File: config.mk
export PLATFORM = sky130hd
export DESIGN_NAME = byte_stuff_framer_core
export DESIGN_NICKNAME = d
export VERILOG_FILES = /design/src/design/bsf_pkg.sv /design/src/design/bsf_cfg_regs.sv /design/src/design/bsf_encoder.sv /design/src/design/bsf_out_buf.sv /design/src/design/byte_stuff_framer_core.sv
export SDC_FILE = /design/constraint.sdc
export NUM_CORES = 1
export LEC_CHECK = 0
export ABC_AREA = 1
export BUFFER_PORTS_ARGS = -buffer_cell sky130_fd_sc_hd__buf_2
export CORE_AREA = 3 3 185 142
export CTS_CLUSTER_DIAMETER = 60
export DETAILED_ROUTE_END_ITERATION = 10
export DIE_AREA = 0 0 188 145
export PLACE_DENSITY = 0.81
export SKIP_LAST_GASP = 1
export SLEW_MARGIN = 10
export SYNTH_ARGS = -nofsm -noshare
export SYNTH_HDL_FRONTEND = slang
export SYNTH_HIERARCHICAL = 1
export SYNTH_SLANG_ARGS = --single-unit
File: constraint.sdc
create_clock -name clk -period 7.2 [get_ports clk]
set_input_delay 0 -clock clk [delete_from_list [all_inputs] [get_ports clk]]
set_output_delay 0 -clock clk [all_outputs]
set_load 0.005 [all_outputs]
File: src/design/bsf_pkg.sv
package bsf_pkg;

    localparam int COUNT_WIDTH_DEF = 16;
    localparam int MAX_RESULTS     = 4;
    localparam int SLOT_W          = $clog2(MAX_RESULTS);
    localparam int NUM_W           = $clog2(MAX_RESULTS + 1);

    // smallest receiver buffer that can hold start flag, one byte and end flag
    localparam logic [15:0] MIN_DEST = 16'd3;

    localparam logic [7:0]  START_FLAG_RST    = 8'd126;
    localparam logic [7:0]  END_FLAG_RST      = 8'd127;
    localparam logic [7:0]  ESCAPE_BYTE_RST   = 8'd125;
    localparam logic [7:0]  XOR_MASK_RST      = 8'd32;
    localparam logic [15:0] MAX_DATA_LEN_RST  = 16'd255;
    localparam logic [15:0] MAX_FRAME_LEN_RST = 16'd255;
    localparam logic [15:0] DEST_SIZE_RST     = 16'd255;

    typedef enum logic [2:0] {
        REG_START_FLAG    = 3'd0,
        REG_END_FLAG      = 3'd1,
        REG_ESCAPE_BYTE   = 3'd2,
        REG_XOR_MASK      = 3'd3,
        REG_MAX_DATA_LEN  = 3'd4,
        REG_MAX_FRAME_LEN = 3'd5,
        REG_DEST_SIZE     = 3'd6
    } reg_idx_t;

    typedef enum logic [1:0] {
        ST_OK       = 2'd0,
        ST_PARAM    = 2'd1,
        ST_TOO_LONG = 2'd2,
        ST_NO_MEM   = 2'd3
    } status_t;

    typedef struct packed {
        logic [7:0]  start_flag;
        logic [7:0]  end_flag;
        logic [7:0]  escape_byte;
        logic [7:0]  xor_mask;
        logic [15:0] max_data_len;
        logic [15:0] max_frame_len;
        logic [15:0] dest_size;
    } cfg_t;

    typedef struct packed {
        logic [7:0]  out_byte;
        logic        byte_valid;
        logic        frame_done;
        status_t     status;
        logic [15:0] frame_length;
    } result_t;

endpackage

File: src/design/bsf_cfg_regs.sv
module bsf_cfg_regs
(
    input  logic           clk,
    input  logic           rst_n,
    input  logic           cfg_valid,
    input  logic [2:0]     cfg_index,
    input  logic [15:0]    cfg_data,
    output bsf_pkg::cfg_t  cfg
);
    import bsf_pkg::*;

    cfg_t cfg_reg;

    always_ff @(posedge clk or negedge rst_n)
    begin
        if (!rst_n)
        begin
            cfg_reg.start_flag    <= START_FLAG_RST;
            cfg_reg.end_flag      <= END_FLAG_RST;
            cfg_reg.escape_byte   <= ESCAPE_BYTE_RST;
            cfg_reg.xor_mask      <= XOR_MASK_RST;
            cfg_reg.max_data_len  <= MAX_DATA_LEN_RST;
            cfg_reg.max_frame_len <= MAX_FRAME_LEN_RST;
            cfg_reg.dest_size     <= DEST_SIZE_RST;
        end
        else if (cfg_valid)
        begin
            case (cfg_index)
                REG_START_FLAG:    cfg_reg.start_flag    <= cfg_data[7:0];
                REG_END_FLAG:      cfg_reg.end_flag      <= cfg_data[7:0];
                REG_ESCAPE_BYTE:   cfg_reg.escape_byte   <= cfg_data[7:0];
                REG_XOR_MASK:      cfg_reg.xor_mask      <= cfg_data[7:0];
                REG_MAX_DATA_LEN:  cfg_reg.max_data_len  <= cfg_data;
                REG_MAX_FRAME_LEN: cfg_reg.max_frame_len <= cfg_data;
                REG_DEST_SIZE:     cfg_reg.dest_size     <= cfg_data;
                default:           ;  // drop writes to unmapped indexes
            endcase
        end
    end

    assign cfg = cfg_reg;

endmodule

File: src/design/bsf_encoder.sv
module bsf_encoder
#(
    parameter int COUNT_WIDTH = bsf_pkg::COUNT_WIDTH_DEF
)
(
    input  logic                        clk,
    input  logic                        rst_n,
    input  bsf_pkg::cfg_t               cfg,
    input  logic                        accept,
    input  logic [7:0]                  data_byte,
    input  logic                        last_byte,
    output bsf_pkg::result_t            res [bsf_pkg::MAX_RESULTS],
    output logic [bsf_pkg::NUM_W-1:0]   res_num
);
    import bsf_pkg::*;

    localparam int CNT_W = COUNT_WIDTH + 1;
    localparam int CMP_W = (CNT_W > 16) ? CNT_W : 16;

    logic             frame_open_reg;
    logic [CNT_W-1:0] raw_reg;
    logic [CNT_W-1:0] enc_reg;
    logic             perr_reg;
    logic             oerr_reg;

    logic             opening;
    logic [CNT_W-1:0] raw_base;
    logic [CNT_W-1:0] enc_base;
    logic [CNT_W:0]   raw_sum;
    logic [CNT_W:0]   enc_sum;
    logic [CNT_W:0]   len_sum;
    logic [CNT_W-1:0] raw_next;
    logic [CNT_W-1:0] enc_next;
    logic [CNT_W-1:0] len_cnt;
    logic [15:0]      len_out;
    logic             special;
    logic             perr_next;
    logic             oerr_next;
    status_t          code;

    assign opening  = !frame_open_reg;
    assign raw_base = opening ? '0 : raw_reg;
    assign enc_base = opening ? CNT_W'(1) : enc_reg;

    assign special = (data_byte == cfg.start_flag) || (data_byte == cfg.end_flag)
                  || (data_byte == cfg.escape_byte);

    // saturating counters: hold at all ones
    assign raw_sum  = {1'b0, raw_base} + (CNT_W+1)'(1);
    assign enc_sum  = {1'b0, enc_base} + (special ? (CNT_W+1)'(2) : (CNT_W+1)'(1));
    assign raw_next = raw_sum[CNT_W] ? '1 : raw_sum[CNT_W-1:0];
    assign enc_next = enc_sum[CNT_W] ? '1 : enc_sum[CNT_W-1:0];

    assign len_sum = {1'b0, enc_next} + (CNT_W+1)'(1);
    assign len_cnt = len_sum[CNT_W] ? '1 : len_sum[CNT_W-1:0];
    assign len_out = (CMP_W'(len_cnt) > CMP_W'(16'hFFFF)) ? 16'hFFFF : 16'(len_cnt);

    assign perr_next = (!opening && perr_reg) || (cfg.dest_size < MIN_DEST)
                    || (CMP_W'(raw_next) > CMP_W'(cfg.max_frame_len))
                    || (CMP_W'(raw_next) > CMP_W'(cfg.dest_size));
    assign oerr_next = (!opening && oerr_reg)
                    || (CMP_W'(enc_next) > CMP_W'(cfg.max_data_len));

    always_comb
    begin
        if (perr_next)
            code = ST_PARAM;
        else if (oerr_next)
            code = ST_TOO_LONG;
        else if (last_byte && (CMP_W'(enc_next) > CMP_W'(cfg.max_frame_len)))
            code = ST_TOO_LONG;
        else if (last_byte && (CMP_W'(enc_next) > CMP_W'(cfg.dest_size)))
            code = ST_NO_MEM;
        else
            code = ST_OK;
    end

    // pack the words of this item into consecutive slots
    always_comb
    begin
        for (int i = 0; i < MAX_RESULTS; i++)
        begin
            res[i] = '0;
        end
        res_num = '0;
        if (code == ST_OK)
        begin
            if (opening)
            begin
                res[res_num[SLOT_W-1:0]].out_byte   = cfg.start_flag;
                res[res_num[SLOT_W-1:0]].byte_valid = 1'b1;
                res_num = res_num + NUM_W'(1);
            end
            if (special)
            begin
                res[res_num[SLOT_W-1:0]].out_byte   = cfg.escape_byte;
                res[res_num[SLOT_W-1:0]].byte_valid = 1'b1;
                res_num = res_num + NUM_W'(1);
                res[res_num[SLOT_W-1:0]].out_byte   = data_byte ^ cfg.xor_mask;
                res[res_num[SLOT_W-1:0]].byte_valid = 1'b1;
                res_num = res_num + NUM_W'(1);
            end
            else
            begin
                res[res_num[SLOT_W-1:0]].out_byte   = data_byte;
                res[res_num[SLOT_W-1:0]].byte_valid = 1'b1;
                res_num = res_num + NUM_W'(1);
            end
        end
        if (last_byte)
        begin
            res[res_num[SLOT_W-1:0]].frame_done = 1'b1;
            res[res_num[SLOT_W-1:0]].status     = code;
            if (code == ST_OK)
            begin
                res[res_num[SLOT_W-1:0]].out_byte     = cfg.end_flag;
                res[res_num[SLOT_W-1:0]].byte_valid   = 1'b1;
                res[res_num[SLOT_W-1:0]].frame_length = len_out;
            end
            res_num = res_num + NUM_W'(1);
        end
    end

    always_ff @(posedge clk or negedge rst_n)
    begin
        if (!rst_n)
        begin
            frame_open_reg <= 1'b0;
            raw_reg        <= '0;
            enc_reg        <= '0;
            perr_reg       <= 1'b0;
            oerr_reg       <= 1'b0;
        end
        else if (accept)
        begin
            frame_open_reg <= !last_byte;
            raw_reg        <= raw_next;
            enc_reg        <= enc_next;
            perr_reg       <= perr_next;
            oerr_reg       <= oerr_next;
        end
    end

endmodule

File: src/design/bsf_out_buf.sv
module bsf_out_buf
(
    input  logic                        clk,
    input  logic                        rst_n,
    input  logic                        load,
    input  bsf_pkg::result_t            res [bsf_pkg::MAX_RESULTS],
    input  logic [bsf_pkg::NUM_W-1:0]   res_num,
    output logic                        can_load,
    output logic                        out_valid,
    input  logic                        out_ready,
    output bsf_pkg::result_t            head,
    output logic                        head_last
);
    import bsf_pkg::*;

    result_t            slot_reg [MAX_RESULTS];
    logic [NUM_W-1:0]   left_reg;
    logic [SLOT_W-1:0]  ptr_reg;
    logic               pop;

    assign out_valid = (left_reg != '0);
    assign pop       = out_valid && out_ready;
    assign head_last = (left_reg == NUM_W'(1));
    // take a new burst when empty or when the final word leaves this cycle
    assign can_load  = !out_valid || (head_last && out_ready);
    assign head      = slot_reg[ptr_reg];

    always_ff @(posedge clk)
    begin
        if (load)
        begin
            for (int i = 0; i < MAX_RESULTS; i++)
            begin
                slot_reg[i] <= res[i];
            end
        end
    end

    always_ff @(posedge clk or negedge rst_n)
    begin
        if (!rst_n)
        begin
            left_reg <= '0;
            ptr_reg  <= '0;
        end
        else if (load)
        begin
            left_reg <= res_num;
            ptr_reg  <= '0;
        end
        else if (pop)
        begin
            left_reg <= left_reg - NUM_W'(1);
            ptr_reg  <= ptr_reg + SLOT_W'(1);
        end
    end

endmodule

File: src/design/byte_stuff_framer_core.sv
// Byte-stuffing frame encoder.
// Input channel (in_valid/in_ready): one raw payload word per handshake,
// data_byte plus last_byte marking the final byte of a frame.
// Output channel (out_valid/out_ready): one encoded word per handshake: start
// flag, payload byte, escape byte, stuffed byte, end flag (with frame_length),
// or a status word (byte_valid low) that closes a frame after an error.
// run_last marks the final word caused by one input word.
// Config channel (cfg_valid/cfg_ready): cfg_ready is always high; write only
// while the block is idle.
// Timing: the first output word is presented in the cycle after the input
// handshake. Throughput: one input word per cycle while each input word
// yields one output word and the receiver is ready; an input word that
// yields several words occupies the output register bank until all have
// left, since the output port moves one word a cycle. The next input word is
// taken in the cycle its predecessor's last word leaves.
// Reset: no frame open, counters and errors cleared, registers at defaults,
// no output pending.
// Receiver stall: pending words hold in the output bank and in_ready drops
// until the bank drains.
module byte_stuff_framer_core
#(
    parameter int COUNT_WIDTH = bsf_pkg::COUNT_WIDTH_DEF
)
(
    input  logic        clk,
    input  logic        rst_n,

    input  logic        cfg_valid,
    output logic        cfg_ready,
    input  logic [2:0]  cfg_index,
    input  logic [15:0] cfg_data,

    input  logic        in_valid,
    output logic        in_ready,
    input  logic [7:0]  data_byte,
    input  logic        last_byte,

    output logic        out_valid,
    input  logic        out_ready,
    output logic [7:0]  out_byte,
    output logic        byte_valid,
    output logic        run_last,
    output logic        frame_done,
    output logic [1:0]  status,
    output logic [15:0] frame_length
);
    import bsf_pkg::*;

    cfg_t               cfg;
    result_t            res [MAX_RESULTS];
    logic [NUM_W-1:0]   res_num;
    logic               accept;
    logic               can_load;
    result_t            head;

    assign cfg_ready = 1'b1;
    assign in_ready  = can_load;
    assign accept    = in_valid && can_load;

    // register file; the user must write it only between frames, the block does not enforce this
    bsf_cfg_regs u_cfg
    (
        .clk       (clk),
        .rst_n     (rst_n),
        .cfg_valid (cfg_valid),
        .cfg_index (cfg_index),
        .cfg_data  (cfg_data),
        .cfg       (cfg)
    );

    // frame state, length checks and word list for the current input word
    bsf_encoder #(.COUNT_WIDTH(COUNT_WIDTH)) u_enc
    (
        .clk       (clk),
        .rst_n     (rst_n),
        .cfg       (cfg),
        .accept    (accept),
        .data_byte (data_byte),
        .last_byte (last_byte),
        .res       (res),
        .res_num   (res_num)
    );

    // output bank: advance one word per output handshake; an input word
    // that yields no result (inside an errored frame) loads an empty burst
    bsf_out_buf u_out
    (
        .clk       (clk),
        .rst_n     (rst_n),
        .load      (accept),
        .res       (res),
        .res_num   (res_num),
        .can_load  (can_load),
        .out_valid (out_valid),
        .out_ready (out_ready),
        .head      (head),
        .head_last (run_last)
    );

    assign out_byte     = head.out_byte;
    assign byte_valid   = head.byte_valid;
    assign frame_done   = head.frame_done;
    assign status       = head.status;
    assign frame_length = head.frame_length;

    // a frame always closes on the final word of its input word
    a_done_is_last: assert property (@(posedge clk) disable iff (!rst_n)
        out_valid && frame_done |-> run_last)
        else $error("frame_done without run_last");

    // an error status word carries no byte and no length
    a_status_word: assert property (@(posedge clk) disable iff (!rst_n)
        out_valid && (status != ST_OK) |-> !byte_valid && (frame_length == 16'd0))
        else $error("error status word carries data");

    // no input word is taken while older words would be overwritten
    a_no_overwrite: assert property (@(posedge clk) disable iff (!rst_n)
        in_valid && in_ready |-> !out_valid || (run_last && out_ready))
        else $error("input accepted over pending output");

    // words of one burst stay pending: the bank does not empty before its last word
    a_drain: assert property (@(posedge clk) disable iff (!rst_n)
        out_valid && out_ready && !run_last && !(in_valid && in_ready) |=> out_valid)
        else $error("output bank lost words");

endmodule
; Word level (Yosys, flattened, before mapping)
; Memory sizes are Yosys's and may differ from the RTL's.
; Cells that the tools add are included.
; W data, S select, Z words.
[word_totals]
reg_bits = 122
latch_bits = 0
ramBits = 112
romBits = 0
out_inout_bits = 32
wordCells = 137
n_memories = 1
[memory_table]
columns = memory, depth, word_bits, rd, rd_clocked_by_memory_dff, write_ports, line_no
row1 = u_out.slot_reg, 4, 28, 1, 0, 4, bsf_out_buf.sv:16  ; result_t slot_reg [MAX_RESULTS];
[op_classes]
addsub = 8
multipliers = 0
div = 0
n_lt_le_gt_ge = 13
n_eq_ne = 10
shift = 0
mux = 57
bitwise_logic = 4
reduce_logical = 30
[ops]
columns = cell, n
row1 = $bwmux W112, 11
row2 = $demux W28 S2, 9
row3 = $mux W112, 4
row4 = $gt A17 B16 Y1, 5
row5 = $mux W17, 5
row6 = $mux W28, 3
row7 = $mux W20, 3
row8 = $add A17 B1 Y18 const B, 2
row9 = $mux W16, 2
row10 = $eq A8 B8 Y1, 3
row11 = $mux W19, 1
row12 = $add A17 B18 Y18, 1
row13 = $mux W18, 1
row14 = $mux W3, 6
row15 = $mux W9, 2
row16 = $gt A17 B16 Y1 const B, 1
row17 = $lt A16 B2 Y1 const B, 1
row18 = $mux W2, 7
row19 = $reduce_and A2 Y1, 7
row20 = $logic_and A1 B1 Y1, 10
row21 = $add A3 B1 Y3 const B, 3
row22 = $eq A3 B3 Y1 const B, 3
row23 = $ge A3 B3 Y1 const B, 3
row24 = $lt A3 B1 Y1 const B, 3
row25 = 13 further kinds, 26

; Longest topological paths before layout
[logic_depth]
depth_word = 32
depth_mapped = 45
ltp_nobuf = 43

; Modules after synthesis
; Netlist, hierarchy kept.
[by_module_without_submodules]
columns = module, instances, cells_per_inst, area_each_um2, seq_area_each_um2
row1 = bsf_encoder, 1, 1302, 7746.2, 925.9
row2 = bsf_out_buf, 1, 314, 4485.6, 3488.3
row3 = bsf_cfg_regs, 1, 355, 3216.8, 2057.0
row4 = byte_stuff_framer_core, 1, 4, 18.8, 0.0

; Worst setup path after synthesis
; OpenSTA, ideal clock, no wires.
[synth_timing]
kind = reg2reg
start = register u_enc.frame_open_reg
end = memory u_out/slot_reg[2][22] (netlist bit), data pin
arrival_ps = 5439
required_ps = 7043
slack_ps = 1604
path_stages_with_launch = 41
path_buffers = 7
path_cell_list = dfrtp_1 buf_6 buf_8 buf_8 buf_4 clkbuf_1 clkbuf_1 nand2_1 fa_1 inv_1 nand2_1 nor2_4 xor2_1 nand2_1 ha_1 nand2_1 inv_1 nand2_1 (+5 left out) nand2_1 nand2_1 nand2_1 nand2_1 nand2_1 nand2_1 nand2_1 nand3_2 nor2_4 buf_4 nand2_1 ha_1 nand2_1 clkinv_1 nor2_1 nand2_1 a2bb2oi_1 nor3_1
[synth_lines]
columns = item, line_no
row1 = start: declaration, bsf_encoder.sv:20  ; logic frame_open_reg;
row2 = start signal: assignment, bsf_encoder.sv:136  ; frame_open_reg <= !last_byte;
row3 = end: declaration, bsf_out_buf.sv:16

==> impl_metrics.py <==
metrics = {
    "synthesis": {
        "yosysTopAreaCellShare_pct": 21.7,
        "ys_warn_count": 6,
        "synth_edf_count": 112,
        "synth.net_count": 2102,
        "synth_seq_cells": 234,
        "yosysTopAreaCell": "edfxtp_1",
        "yosysMostFrequentCell": "nand2_1",
        "synth-main-ff-cell": "edfxtp_1",
        "yosys-top-cells-area": "edfxtp_1 22%, nand2_1 15%, dfrtp_1 13%",
        "seq_area_frac_synth_pct": 41.8,
        "synthesis.area_um2": 15500,
        "async_reset_ff_share_pct": 52.1,
        "syn-instance-count": 1975,
        "yosys-top-cells-count": "599 x nand2_1, 233 x inv_1, 164 x nor2_1, 133 x o21ai_0, 112 x edfxtp_1",
        "synth_cell_types": 54,
        "syn_area_per_cell_um2": 7.83,
    },
    "timing": {
        "finalCritPeriodShare_pct": 92.6,
        "fin_crit_ps": 6670,
        "finalHoldViolCount": 0,
        "tns_ps": 0,
        "drv_slew": 0,
        "rsz0062_at_grt": "no",
        "finalClockSkew_ps": 24.4,
        "fmax_mhz": 150,
        "setup_viol": 0,
        "hold_slack_ps": 28.3,
        "slew_headroom_pct": 23.8,
        "tightest_slew_ps": 1140,
    },
    "hold_path": {
        "hold_class": "input port to async pin",
    },
    "setup_path": {
        "critical_path_class": "flop to flop",
        "cp_max_fo": 13,
        "cp_common_cell": "nand2_1",
        "cp.required_ps": 7450,
        "cp_slowest_cell": "dfstp_2",
        "cp_top_family": "simple AND/OR/NAND/NOR gates",
        "crit_path_start_kind": "flop",
        "crit_path_end_kind": "flop",
        "slowest_delay_ps": 580,
        "crit_buf_inv": 5,
        "critical_path_arrival_ps": 6920,
    },
    "pwr": {
        "switching_power_mw": 2.29,
        "power_frac_seq_pct": 36.2,
        "worst_ir_drop_vdd_mv": 0.259,
        "switching_share_pct": 41.0,
        "p_total_mw": 5.60,
        "p_per_area_nw_per_um2": 331,
        "internal_power_mw": 3.30,
        "p_leak_nw": 8.30,
        "power.combinational.fraction_pct": 40.1,
        "clkPwrFrac_pct": 23.7,
    },
    "grt": {
        "grt_busiest_layer": "met1",
        "grt_pass1_vias": 13000,
        "grtUsageTotal_pct": 30.7,
        "antenna_found_initial": 1,
        "overflow": 0,
        "grt_max_degree": 95,
        "grt_pass1_wl_mm": 68.3,
        "grt_use_met3_pct": 4.81,
        "met2_usage_pct": 45.4,
        "grt_use_met1_pct": 47.2,
    },
    "cts": {
        "cts_tree": "yes",
        "cts.clk_slew.worst_paths_ps": 60,
        "cts_buffers": 25,
        "h-tree-depth": 1,
        "clockBufferDepth": 3,
        "clk_latency_ps": 530,
        "clock_sinks": 234,
        "cts_root_buf": "clkbuf_16",
        "post-cts-setup-buffers": 0,
    },
    "floorplan": {
        "dieWidth_um": 188,
        "core_area_um2": 24700,
        "fp-row-count": 50,
        "die_area_um2": 27300,
        "io_pins": 65,
        "start_util_pct": 62.6,
        "die_y_um": 145,
    },
    "placed_design": {
        "place_hpwl_mm": 29.6,
        "dp.cells": 2316,
        "io_buffers": 63,
        "gp_congestion": 0.988,
    },
    "routing": {
        "vias": 13700,
        "wl_per_cell_um": 17.5,
        "vias_per_cell": 5.74,
        "drc": 0,
        "drt-pass1-iter-count": 7,
        "drtIter0Drc": 1558,
        "wl_mm": 41.8,
        "drt.antenna.violating_nets": 0,
    },
    "flow_run": {
        "drv_cap": 0,
    },
    "finish": {
        "drive_gt1_share_pct": 13.2,
        "syn_to_final_growth_pct": 9.36,
        "largest_reg_flops": 112,
        "instances_no_fill": 2386,
        "nets": 2155,
    },
    "run_status": {
        "status": "complete, no violations",
    },
}
timing repair:
item / CTS / global route
endpoints found under the hold margin: 133 / 0
endpoints found under the setup margin: 0 / 29
resized for setup: 0 / 2
hold buffers: 23 / 0
power by group through the flow:
stage	combinational (mW)	clock [mW]	sequential (mW)
2_1_floorplan	1.61	0	1.98
3_3_place_gp	2.12	0	2.02
3_5_place_dp	2.18	0	2.04
4_1_cts	2.20	1.34	2.02
5_1_grt	2.51	1.39	2.05
6_report	2.24	1.33	2.03
layout by cell type, fill, tap and decap left out, drive strengths merged, types with 33 or more instances in the layout:
| cell type | count |
|---|---|
| a21oi | 61 |
| buf | 72 |
| clkbuf | 34 |
| dfrtp | 78 |
| dfstp | 44 |
| edfxtp | 112 |
| ha | 93 |
| inv | 253 |
| nand2 | 623 |
| nand3 | 136 |
| nor2 | 198 |
| nor3 | 33 |
| o21ai | 141 |
cell type report:
class,count,area (µm²)
repair buffers,95,616
multi-input cells,1416,7590
well taps,338,423
inverters,256,973
diodes,1,2.50
clock buffers,34,679
fillers,2044,7800
flip-flops and latches,234,6470
clock inverters,12,163
through the flow:
step / setup slack, ps / area [µm²] / utilization, %
2_1_floorplan: 1600 / 15500 / -
3_3_place_gp: 712 / 15800 / 64.1
3_5_place_dp: 552 / 15800 / 64.1
4_1_cts: 511 / 16900 / 68.4
5_1_grt: 16.0 / 16900 / 68.5
6_report: 532 / 16900 / 68.5
path summary, 6_finish.rpt:
check                              start                    end  slack, ps  depth (start not counted)
max                        u_cfg/cfg[70]  u_out/slot_reg[0][27]        530                         39
min                                rst_n          u_cfg/cfg[26]         30                          2
max reg2reg                u_cfg/cfg[70]  u_out/slot_reg[0][27]        530                         39
min reg2reg                u_cfg/cfg[33]          u_cfg/cfg[33]        470                          2
max in group asynchronous          rst_n   u_enc/frame_open_reg       5730                          3
min in group clk            data_byte[7]  u_out/slot_reg[0][27]        100                          5
metal layers:
metal	routed length, µm	part of all wire [%]
met1	18900	45
met2	17900	43
met3	4060	9.7
met4	1010	2.4
met5	0	0
cells by family after synthesis:
family | count (synthesis) | synth area share, %
other | 1 | 0.0242
xor gates and xnor gates | 27 | 1.53
DFF | 234 | 41.8
and+or+nand+nor | 1034 | 30.6
AOI/OAI and AO/OA | 260 | 9.26
buffers and inverters | 325 | 9.12
adders and majority gates | 94 | 7.65
Power figures use the tool's default switching activity.
